[config.mk]
export PLATFORM = sky130hd
export DESIGN_NAME = averaged_temperature_readout_unit
export DESIGN_NICKNAME = d
export VERILOG_FILES = /design/src/hdl/atr_pkg.sv /design/src/hdl/averaged_temperature_readout_unit.sv
export SDC_FILE = /design/constraint.sdc
export NUM_CORES = 1
export LEC_CHECK = 0
export BUFFER_PORTS_ARGS = -buffer_cell sky130_fd_sc_hd__buf_2
export CAP_MARGIN = 20
export CELL_PAD_IN_SITES_DETAIL_PLACEMENT = 0
export CELL_PAD_IN_SITES_GLOBAL_PLACEMENT = 1
export CORE_ASPECT_RATIO = 0.75
export CORE_MARGIN = 3
export CORE_UTILIZATION = 56
export DETAILED_ROUTE_END_ITERATION = 10
export GPL_TIMING_DRIVEN = 1
export PLACE_DENSITY = 0.95
export SLEW_MARGIN = 30
export SYNTH_ARGS = -nofsm -noshare
export SYNTH_HDL_FRONTEND = slang
export SYNTH_SLANG_ARGS = --single-unit
[constraint.sdc]
create_clock -name clock -period 17.6 [get_ports clock]
set_clock_uncertainty 0.1 [all_clocks]
set_input_delay 0.88 -clock clock [delete_from_list [all_inputs] [get_ports clock]]
set_output_delay 0.88 -clock clock [all_outputs]
set_load 0.02 [all_outputs]
[src/hdl/atr_pkg.sv]
package atr_pkg;

   typedef enum logic {
      OP_SAMPLE = 1'b0,
      OP_TOGGLE = 1'b1
   } opcode_type;

   localparam int unsigned OFFSET_BITS   = 12;
   localparam logic [OFFSET_BITS-1:0] OFFSET_RESET = 12'd775;

   localparam int unsigned TEMP_BITS     = 11;
   localparam int unsigned RSP_DATA_BITS = 16;
   localparam int          TEMP_MAX      = 1023;
   localparam int          TEMP_MIN_MAG  = 1024;

   localparam logic signed [TEMP_BITS-1:0] TEMP_MAX_CODE = 11'sd1023;
   localparam logic signed [TEMP_BITS-1:0] TEMP_MIN_CODE = -11'sd1024;

endpackage

[src/hdl/averaged_temperature_readout_unit.sv]
// Channel  Dir  Ports                     Payload
// req      in   req_tvalid/tready/tdata   tdata: sample_code; tuser: opcode
//                req_tuser
// rsp      out  rsp_tvalid/tready/tdata   tdata: temperature; tuser: in_fahrenheit
//                rsp_tuser
// csr      in   csr_wen/csr_wdata         offset_code, written when csr_wen is high
//
// One word accepted per cycle while req_tready is high. A sample's result is
// registered in turn: the sum is registered at the accepting edge, then
// numerator, reciprocal multiply, correction into the output register.
// A button press updates the scale only and makes no word.
// Synchronous reset clears the window, the sum, the scale and the pipeline.
// Each stage holds while the one after it is full and stalled, so input is
// still taken while a result waits on rsp until all stages are full.
module averaged_temperature_readout_unit #(
   parameter int DEPTH       = 10,
   parameter int SAMPLE_BITS = 12
) (
   input  logic                                   clock,
   input  logic                                   reset,
   input  logic                                   req_tvalid,
   output logic                                   req_tready,
   // [SAMPLE_BITS-1:0] sample_code, rest zero
   input  logic [((SAMPLE_BITS+7)/8)*8-1:0]       req_tdata,
   // [0] opcode
   input  logic                                   req_tuser,
   output logic                                   rsp_tvalid,
   input  logic                                   rsp_tready,
   // [10:0] temperature (two's complement), rest zero
   output logic [atr_pkg::RSP_DATA_BITS-1:0]      rsp_tdata,
   // [0] in_fahrenheit
   output logic                                   rsp_tuser,
   input  logic                                   csr_wen,
   input  logic [atr_pkg::OFFSET_BITS-1:0]        csr_wdata
);

   localparam int SUM_W = SAMPLE_BITS + 1 + $clog2(DEPTH);
   localparam int NUM_W = SUM_W + 5;
   localparam int MAG_W = SUM_W + 4;
   localparam int TW    = atr_pkg::TEMP_BITS;

   localparam int DIV_C  = 10 * DEPTH;
   localparam int DIV_F  = 50 * DEPTH;
   localparam int F_BIAS = 1600 * DEPTH;

   // floor(2^MAG_W / D): estimate is low by at most one for any magnitude
   localparam longint unsigned RECIP_C = (64'd1 << MAG_W) / DIV_C;
   localparam longint unsigned RECIP_F = (64'd1 << MAG_W) / DIV_F;

   // ---------------- configuration ----------------
   logic [atr_pkg::OFFSET_BITS-1:0] offset_ff;

   always_ff @(posedge clock) begin
      if (reset) begin
         offset_ff <= atr_pkg::OFFSET_RESET;
      end else if (csr_wen) begin
         offset_ff <= csr_wdata;
      end
   end

   logic [SAMPLE_BITS+atr_pkg::OFFSET_BITS-1:0] offset_wide;
   logic [SAMPLE_BITS-1:0]                      offset_m;

   assign offset_wide = {{SAMPLE_BITS{1'b0}}, offset_ff};
   assign offset_m    = offset_wide[SAMPLE_BITS-1:0];

   // ---------------- handshake chain ----------------
   logic p1_valid_ff, p2_valid_ff, p3_valid_ff, rsp_valid_ff;
   logic out_rdy, p3_rdy, p2_rdy, p1_rdy;

   assign out_rdy    = !rsp_valid_ff || rsp_tready;
   assign p3_rdy     = !p3_valid_ff || out_rdy;
   assign p2_rdy     = !p2_valid_ff || p3_rdy;
   assign p1_rdy     = !p1_valid_ff || p2_rdy;
   assign req_tready = p1_rdy;

   logic req_accept, is_toggle, take_sample;

   assign req_accept  = req_tvalid && req_tready;
   assign is_toggle   = (atr_pkg::opcode_type'(req_tuser) == atr_pkg::OP_TOGGLE);
   assign take_sample = req_accept && !is_toggle;

   // ---------------- window state ----------------
   // oldest reading always sits in the last tap of the shift line
   logic signed [SAMPLE_BITS:0]  ring_ff [DEPTH];
   logic signed [SUM_W-1:0]      sum_ff, sum_in;
   logic                         mode_ff;
   logic signed [SAMPLE_BITS:0]  reading;

   assign reading = $signed({1'b0, req_tdata[SAMPLE_BITS-1:0]}) - $signed({1'b0, offset_m});
   assign sum_in  = sum_ff - SUM_W'(ring_ff[DEPTH-1]) + SUM_W'(reading);

   always_ff @(posedge clock) begin
      if (reset) begin
         for (int i = 0; i < DEPTH; i++) ring_ff[i] <= '0;
         sum_ff  <= '0;
         mode_ff <= 1'b0;
      end else if (req_accept) begin
         if (is_toggle) begin
            mode_ff <= !mode_ff;
         end else begin
            ring_ff[0] <= reading;
            for (int i = 1; i < DEPTH; i++) ring_ff[i] <= ring_ff[i-1];
            sum_ff <= sum_in;
         end
      end
   end

   // ---------------- stage 1: window sum ----------------
   logic signed [SUM_W-1:0] p1_sum_ff;
   logic                    p1_mode_ff;

   always_ff @(posedge clock) begin
      if (reset) begin
         p1_valid_ff <= 1'b0;
      end else if (p1_rdy) begin
         p1_valid_ff <= take_sample;
      end
      if (p1_rdy && take_sample) begin
         p1_sum_ff  <= sum_in;
         p1_mode_ff <= mode_ff;
      end
   end

   // ---------------- stage 2: numerator, sign and magnitude ----------------
   logic signed [NUM_W-1:0] sum_ext, num;
   logic                    num_neg;
   logic [MAG_W-1:0]        num_mag;

   assign sum_ext = NUM_W'(p1_sum_ff);
   // Fahrenheit: 9*S + 1600*DEPTH over 50*DEPTH
   assign num     = p1_mode_ff ? ((sum_ext <<< 3) + sum_ext + NUM_W'(F_BIAS)) : sum_ext;
   assign num_neg = num[NUM_W-1];
   assign num_mag = num_neg ? MAG_W'(-num) : MAG_W'(num);

   logic [MAG_W-1:0] p2_mag_ff;
   logic             p2_neg_ff, p2_mode_ff;

   always_ff @(posedge clock) begin
      if (reset) begin
         p2_valid_ff <= 1'b0;
      end else if (p2_rdy) begin
         p2_valid_ff <= p1_valid_ff;
      end
      if (p2_rdy && p1_valid_ff) begin
         p2_mag_ff  <= num_mag;
         p2_neg_ff  <= num_neg;
         p2_mode_ff <= p1_mode_ff;
      end
   end

   // ---------------- stage 3: reciprocal multiply ----------------
   logic [MAG_W-1:0]   recip_sel;
   logic [2*MAG_W-1:0] recip_prod;

   assign recip_sel  = p2_mode_ff ? MAG_W'(RECIP_F) : MAG_W'(RECIP_C);
   assign recip_prod = (2*MAG_W)'(p2_mag_ff) * (2*MAG_W)'(recip_sel);

   logic [MAG_W-1:0] p3_q_ff, p3_mag_ff;
   logic             p3_neg_ff, p3_mode_ff;

   always_ff @(posedge clock) begin
      if (reset) begin
         p3_valid_ff <= 1'b0;
      end else if (p3_rdy) begin
         p3_valid_ff <= p2_valid_ff;
      end
      if (p3_rdy && p2_valid_ff) begin
         p3_q_ff    <= recip_prod[2*MAG_W-1:MAG_W];
         p3_mag_ff  <= p2_mag_ff;
         p3_neg_ff  <= p2_neg_ff;
         p3_mode_ff <= p2_mode_ff;
      end
   end

   // ---------------- stage 4: correction, sign, saturation ----------------
   logic [MAG_W-1:0]     div_sel, rem, q_fix;
   logic [2*MAG_W-1:0]   qd_full;
   logic signed [TW-1:0] temp_in;

   assign div_sel = p3_mode_ff ? MAG_W'(DIV_F) : MAG_W'(DIV_C);
   assign qd_full = (2*MAG_W)'(p3_q_ff) * (2*MAG_W)'(div_sel);
   assign rem     = p3_mag_ff - qd_full[MAG_W-1:0];
   assign q_fix   = p3_q_ff + MAG_W'(rem >= div_sel);

   always_comb begin
      if (!p3_neg_ff) begin
         temp_in = (q_fix > MAG_W'(atr_pkg::TEMP_MAX)) ? atr_pkg::TEMP_MAX_CODE
                                                       : q_fix[TW-1:0];
      end else begin
         // a magnitude of exactly 1024 negates onto the minimum code
         temp_in = (q_fix > MAG_W'(atr_pkg::TEMP_MIN_MAG)) ? atr_pkg::TEMP_MIN_CODE
                                                           : -q_fix[TW-1:0];
      end
   end

   logic signed [TW-1:0] temp_ff;
   logic                 fahr_ff;

   always_ff @(posedge clock) begin
      if (reset) begin
         rsp_valid_ff <= 1'b0;
      end else if (out_rdy) begin
         rsp_valid_ff <= p3_valid_ff;
      end
      if (out_rdy && p3_valid_ff) begin
         temp_ff <= temp_in;
         fahr_ff <= p3_mode_ff;
      end
   end

   assign rsp_tvalid = rsp_valid_ff;
   assign rsp_tdata  = {{(atr_pkg::RSP_DATA_BITS-TW){1'b0}}, temp_ff};
   assign rsp_tuser  = fahr_ff;

   // ---------------- assertions ----------------
   a_toggle_keeps_sum: assert property (@(posedge clock) disable iff (reset)
      (req_accept && is_toggle) |=> $stable(sum_ff))
      else $error("button press altered the window sum");

   a_toggle_flips_mode: assert property (@(posedge clock) disable iff (reset)
      (req_accept && is_toggle) |=> (mode_ff != $past(mode_ff)))
      else $error("button press did not flip the scale");

   a_sample_enters: assert property (@(posedge clock) disable iff (reset)
      take_sample |=> p1_valid_ff)
      else $error("accepted sample did not enter the pipeline");

   a_recip_bound: assert property (@(posedge clock) disable iff (reset)
      p3_valid_ff |-> (rem < (div_sel << 1)))
      else $error("reciprocal estimate off by more than one");

endmodule
==> impl_summary.md, run 1 <==
Worst setup path
The endpoint class of the critical path is a flop. In this run the worst path has a maximum fanout of 17. The type of the setup path with the least slack is reg -> reg. The worst path arrival time is between 10,000 and 15,000 ps. On the worst path, the slowest cell contributes a delay of ~660 ps. The largest individual stage delay along the critical path comes from the cell sky130_fd_sc_hd__a21oi_1. The worst setup path is launched from a flop. On the critical path the largest part of the delay comes from simple AND/OR/NAND/NOR gates.

The combined buffer and inverter count along the critical path is 3. At the worst endpoint, the required time is ~18,000 ps.

Yosys
The fraction of post-synthesis cell area in the top cell type by area is 29.7%. The flop and latch count out of synthesis is 254. The simple-gate portion of the synthesized area is about an eighth. The most used flip-flop cell after synthesis is sky130_fd_sc_hd__edfxtp_1.

sky130_fd_sc_hd__edfxtp_1 takes more of the synthesized area than any other cell. Summing the areas of all xor and xnor instances in the mapped netlist gives 3.74% of the synthesized area. The mux share of post-synthesis cell area is 0.682%.

The Yosys step of the flow raised 0 warnings. Synthesis handed over a netlist of 2,078 instances. The synthesized netlist devotes 7.80% of its cell area to compound gates.

After synthesis, the mean cell area works out to 10.7 µm². Summing the areas of all fa, ha and maj instances in the mapped netlist gives 35.2% of the synthesized area. The synthesized netlist contains 83 unique library cells. In this run the cell area of the synthesized design comes to between 0.02 and 0.025 mm².

For this run, the register share of the synthesized area comes to 32.8%. The number of enable-type register cells in the synthesized netlist is 220. After synthesis, the cell types taking the most area are sky130_fd_sc_hd__edfxtp_1 30%, sky130_fd_sc_hd__fa_1 18%, sky130_fd_sc_hd__ha_1 18%, sky130_fd_sc_hd__inv_1 6.3%, sky130_fd_sc_hd__and3_1 3.7%. After synthesis, the largest family of logic cells by area is adder cells. After synthesis, the share of flip-flops with an asynchronous set or reset is 0%.

STA
In the final timing run, aggregate negative setup slack is 0 ps. Headroom to the max-slew limit came out at 41.5%. The highest attainable clock frequency is 99.0 MHz. Setup repair after global routing left no endpoint under its margin. The worst path needs 10,100 ps of the cycle, external delays included. The final period utilization is 57.4%. The final hold violation count came to 0. The final-report setup violation count is 0. The slew of the pin with the lowest slew margin is 877 ps. The max-slew violation count is 0.

Cells and area
The leading cell type in the layout, fill and taps excluded is sky130_fd_sc_hd__inv_1. In the layout the commonest cells are 369 x sky130_fd_sc_hd__inv_1, 312 x sky130_fd_sc_hd__ha_1, 220 x sky130_fd_sc_hd__edfxtp_1, 196 x sky130_fd_sc_hd__fa_1, 131 x sky130_fd_sc_hd__and3_1. After filler insertion, the fill cell instance count of the layout stands at 3,014. The net total in the final layout is 2,643. Summing all multi-input logic gate instances after layout gives 0.0133 mm². The sequential standard cell area is 0.00729 mm².

The area of all placed cells without fillers is 0.0239 mm². The fraction of final layout cells sized beyond drive strength 1 is under 10%. The repair_antennas step left the layout with diodes totalling 0. The area added between synthesis and finish is 7.38%.

Global routing
The sum of overflow across all layers after global routing is 0. The wire length of the first global-routing pass is 75,400 µm. Entering global routing, the biggest net connects 126 pins. The via count of the first global-routing pass is between 10,000 and 15,000. The number of antenna violations at the first check in global routing is 0.

Global routing used 22.1% of the available tracks across all layers.

Floorplanning
The width of the chip is 236 µm. The area enclosed by the die boundary is roughly 0.042 mm². For this configuration, the core starts out at a cell density of 57.4%.

The die is 178 µm tall. The number of I/O pins is 53. The core box area is between 0.03 and 0.04 mm². The number of placement rows is between 60 and 70.

Min path
In this run the worst hold path is classified as reg -> reg.

Routing
Before antenna repair, the detailed router went through 5 iterations. The count of unresolved DRC violations after routing is 0. The total via count after detailed routing is 14,800. The antenna violation net count after detailed routing is 0. After detailed routing, the average wire length per cell comes to 17.5 µm.

The DRC violation total after the first TritonRoute iteration is 1,012. The detailed router put a total of 21,300 µm of wire on met1. The via count normalized by instance count is 5.61.

The wire length after detailed routing is 46,000 µm. In this run the top signal layer used is met4. In the detailed route, the total length drawn on met2 is 21,700 µm. The met3 wire length is between 1500 and 2000 µm.

CTS
Post-CTS repair changed the size of 0 cells. The root cell of the clock tree is sky130_fd_sc_hd__clkbuf_16. Buffers added to address setup during post-CTS repair amount to 0. For this design, the sink count on the clock tree is 254. The clock slew at the register clock pins of the worst setup and hold paths is around 70 ps. The number of levels in the clock H-tree is 1. The maximum clock insertion buffer count is 3. The number of CTS-inserted buffers is 25. The TritonCTS clock tree is built. The quantity of hold-fixing buffers added after cts is 0.

At the later pin of the worst-skew pair, clock insertion delay measures 570 ps.

Placement
In this run the tool buffered the top-level ports with 43 buffer cells. At the end of routability-driven placement, the weighted congestion stood at about 0.9. After legalization and detailed placement, the total HPWL measured 35,700 µm. The post-placement cell area is around 0.023 mm².

Job
The max-capacitance violation count is 0.

Run status
The flow ran to the end, and the final reports show no timing, DRC or antenna violations.
sequential cells by signal, indices dropped and copies added, names as in the netlist:
| signal | flops |
|---|---|
| p1_mode_ff | 1 |
| p3_q_ff | 15 |
| p2_neg_ff | 1 |
| temp_ff | 11 |
| ring_ff | 130 |
| p3_neg_ff | 1 |
| p1_valid_ff | 1 |
| p3_mag_ff | 20 |
| p3_mode_ff | 1 |
| p1_sum_ff | 17 |
| p2_valid_ff | 1 |
| offset_ff | 12 |
| p2_mag_ff | 21 |
| sum_ff | 17 |
| p3_valid_ff | 1 |
| mode_ff | 1 |
| rsp_tvalid | 1 |
| p2_mode_ff | 1 |
| rsp_tuser | 1 |
synth_stat cells (26+ instances only):
library cell and count:
sky130_fd_sc_hd__inv_1 371, sky130_fd_sc_hd__ha_1 312, sky130_fd_sc_hd__edfxtp_1 220, sky130_fd_sc_hd__fa_1 196
sky130_fd_sc_hd__and3_1 131, sky130_fd_sc_hd__nor2_1 102, sky130_fd_sc_hd__nand2_1 91, sky130_fd_sc_hd__a21oi_1 73
sky130_fd_sc_hd__xnor2_1 67, sky130_fd_sc_hd__clkbuf_1 41, sky130_fd_sc_hd__nor2b_1 40, sky130_fd_sc_hd__o21ai_0 37
sky130_fd_sc_hd__dfxtp_1 34, sky130_fd_sc_hd__nand3_1 28, sky130_fd_sc_hd__nor3_1 28, sky130_fd_sc_hd__xor2_1 26
metal layers:
| metal | up-vias | track usage [%] |
|---|---|---|
| li1 | 7129 | - |
| met1 | 7252 | 31.4 |
| met2 | 310 | 36.7 |
| met3 | 74 | 2.67 |
| met4 | 0 | 5.14 |
| met5 | - | 0 |
cell families (layout without fill, tap and decap cells):
| group | count (synthesis) | after routing |
|---|---|---|
| and+or+nand+nor | 509 | 509 |
| adders and majority gates | 508 | 508 |
| buffers and inverters | 435 | 473 |
| AOI/OAI and AO/OA | 262 | 262 |
| DFF | 254 | 254 |
| xor gates and xnor gates | 94 | 94 |
| muxes | 15 | 15 |
| other | 1 | 5 |
through the flow:
stage	util (%)	hold WS (ps)	std cells	setup slack [ps]
6_report	61.6	331	2632	7500
3_5_place_dp	59.2	317	2585	7670
2_1_floorplan	-	300	2082	9410
3_3_place_gp	59.2	313	2585	7750
5_1_grt	61.6	344	2632	7020
4_1_cts	61.6	332	2631	7620
layout make-up:
| type | instances | area share [%] |
|---|---|---|
| Sequential cell | 254 | 30.5 |
| Clock inverter | 17 | 1.00 |
| Tap cell | 512 | 2.69 |
| Clock buffer | 29 | 2.86 |
| Inverter | 375 | 5.92 |
| Multi-Input combinational cell | 1393 | 55.8 |
| Timing Repair Buffer | 52 | 1.24 |
path summary, 6_finish.rpt:
path,start,endpoint,slack (ps),cells after the start
hold reg to reg,p2_neg_ff,p3_neg_ff,330,0
setup / recovery,p3_mode_ff,temp_ff[2],7500,27
setup reg to reg,p3_mode_ff,temp_ff[2],7500,27
hold / removal,p2_neg_ff,p3_neg_ff,330,0
Power of run 1 is not shown: default switching activity piles up to over one toggle a cycle in this logic, so the estimate is an artifact.
==> inputs of run 2 (changes only) <==
- CORE_UTILIZATION: 56 -> 52
- PLACE_DENSITY: 0.95 -> 0.91
- clock period: 17.6 -> 9.5 ns (I/O delays scaled with it)
==> run 2 against run 1 <==
  * Fmax rose by 14%
  * Via count fell by 0.31%
  * Hold slack lost 300 ps
  * Global-route usage decreased by 1.6 points
  * First-iteration DRC count fell by 15%
  * Die area rose by 7.5%
  * Critical path depth grew 4
  * Setup slack got worse by 6900 ps
  * Final area rose by 0.29%
  * Cell count rose by 2.1%
  * Sequential share of layout area decreased by 0.088 points
  * Register-to-register slack got worse by 6900 ps
  * Critical path type unchanged
==> impl_summary.md, run 2 (same netlist as run 1, synthesis figures left out) <==
CTS
The clock latency on the worst-skew pair is 560 ps. No sink is reached through more buffers than the 3 on the longest clock path. The number of CTS-inserted buffers is 26. TritonCTS built the clock tree. The clock drives about 250 sinks. The clock slew at the register clock pins of the worst setup and hold paths is 60 ps. Once the clock tree was built, the setup fixing pass inserted 0 buffers. The number of levels in the clock H-tree is 1. The tree is rooted in a sky130_fd_sc_hd__clkbuf_16. The count of cells resized by post-cts repair is 0.

The quantity of hold-fixing buffers added after cts is 0.

Cells and area
0 antenna diodes ended up in the layout. The leading cell type in the layout, fill and taps excluded is sky130_fd_sc_hd__inv_1. In the final design database the tool counted 2,648 nets. In the final layout, the registers with the most flip-flops are ring_ff x130, p2_mag_ff x21, p3_mag_ff x20. The register with the most flip-flops in the final layout is ring_ff. Leaving out fill and tap cells, the most frequent cells in the layout are 369 x sky130_fd_sc_hd__inv_1, 312 x sky130_fd_sc_hd__ha_1, 220 x sky130_fd_sc_hd__edfxtp_1, 196 x sky130_fd_sc_hd__fa_1, 131 x sky130_fd_sc_hd__and3_1. The post-route netlist has around 6% of its cells at a drive strength greater than 1. Compared with the post-synthesis result, the final layout area differs by 7.69%. The flip-flop count of the largest register after layout is 130.

Worst setup path
The startpoint type of the worst setup path is a flop. The critical path is of the reg -> reg type. At the worst endpoint, the arrival time is 9120 ps. The worst-path cell with the longest stage delay is sky130_fd_sc_hd__or4b_1. The maximum fanout along the worst path is 12.

The data required time at the worst endpoint is 9750 ps. The startpoint of the most critical setup path is p3_mode_ff. The number of cells on the worst reg-to-reg path is 31. The startpoint identified for the worst register-to-register timing path is p3_mode_ff. In this design, the stage delay of the slowest critical-path cell is approximately 580 ps.

The worst setup path is captured at a flop.

Floorplanning
Row generation in the floorplan step produced 64 rows. The initial standard-cell utilization of the core is 53.6%. The number of I/O pins is 53.

The width of the chip is 245 µm. The height of the chip is 185 µm. The core region is slightly above 0.04 mm².

The die covers approximately 0.045 mm².

STA
For this run, the top clock speed supported by timing is about 110 MHz. The max-slew violation count is 0. Setup repair after global routing left no endpoint under its margin. Dividing the final minimum period by the clock period gives 93.3%.

For the pin with the worst max-slew slack, the measured transition is 881 ps. The worst pin sits at a relative slew slack of 41.3%. The final hold violation count is 0. The final-layout setup total negative slack is 0 ps.

The final-report setup violation count is 0. The smallest clock period supported by the final layout is computed as 8860 ps.

Min path
Counting instances, the worst hold path has a depth of 3. The class of the tightest hold or removal check is in -> reg. In this run the most critical hold path is launched from csr_wdata[0].

Global routing
Entering global routing, the biggest net connects 89 pins. The first global-routing pass estimated 75,400 µm of wire. The via count of the first global-routing pass is roughly 15,000.

After global routing the overflow that remains totals 0. The number of antenna violations at the first check in global routing is 0. The overall routing resource usage is approximately a fifth.

Routing
The detailed router finished its first iteration with 861 violations. For this run, the detailed router's first-pass iteration total came to 5. Signal routing reaches up to met4. The amount of wire on met2 after detailed routing is 21,500 µm. After detailed routing, the number of vias per cell comes to around 5.5.

The wire length after detailed routing is 45,600 µm. The antenna violation net count after detailed routing is 0. The met3 wire length is 1700 µm. Summing over every cut layer, the via total after detailed routing is 14,700. In the final routing, the length of wire on met1 measures 21,400 µm. The count of unresolved DRC violations after routing is 0. Dividing the detail-routed wire length by the instance count gives approximately 17 µm.

Job
The tool flagged a number of max-cap violations equal to 0.

Placement
The final weighted congestion of routability-driven global placement is around 0.9. The post-detailed-placement half-perimeter wirelength is ~35,000 µm. In this run the tool buffered the top-level ports with 43 buffer cells.

Run status
The flow ran to the end, and the final reports show no timing, DRC or antenna violations.
==> run 2: per-layer routing <==
layer | vias to the layer above | track usage [%]
met5 | - | 0
met4 | 0 | 4.32
met3 | 62 | 2.55
met2 | 273 | 34.3
met1 | 7246 | 29.1
li1 | 7138 | -
==> run 2: cell type report <==
class / count / area (µm²)
Clock buffer: 29 / 662
Clock inverter: 18 / 243
Fill cell: 3492 / 17600
Inverter: 375 / 1410
Multi-Input combinational cell: 1393 / 13300
Sequential cell: 254 / 7290
Tap cell: 561 / 702
Timing Repair Buffer: 56 / 317
==> run 2: critical path: cells and delay by family (launching register included) <==
kind                       cells  cell delay [ps]
and+or+nand+nor                7             1730
AOI/OAI and AO/OA              9             2140
adders and majority gates      9             3560
DFF                            1              380
buffers and inverters          6              740
==> run 2: worst paths after layout <==
kind                  end  slack, ps
max            temp_ff[2]        640
min          offset_ff[0]         30
max reg2reg    temp_ff[2]        640
min reg2reg     p3_neg_ff        320
==> run 2: through the flow <==
step / worst slack (ps) / hold WS (ps) / cells / cell area [µm²] / util (%)
detailed placement: 799 / 313 / 2639 / 23000 / 55.5
finish: 637 / 32.7 / 2686 / 23900 / 57.7
CTS: 727 / 4.82 / 2686 / 23900 / 57.7
global route: 123 / 11.2 / 2686 / 23900 / 57.7
global placement: 834 / 308 / 2639 / 23000 / 55.5
floorplan: 1310 / 300 / 2082 / 22200 / -
Power of run 2 is left out for the same reason.
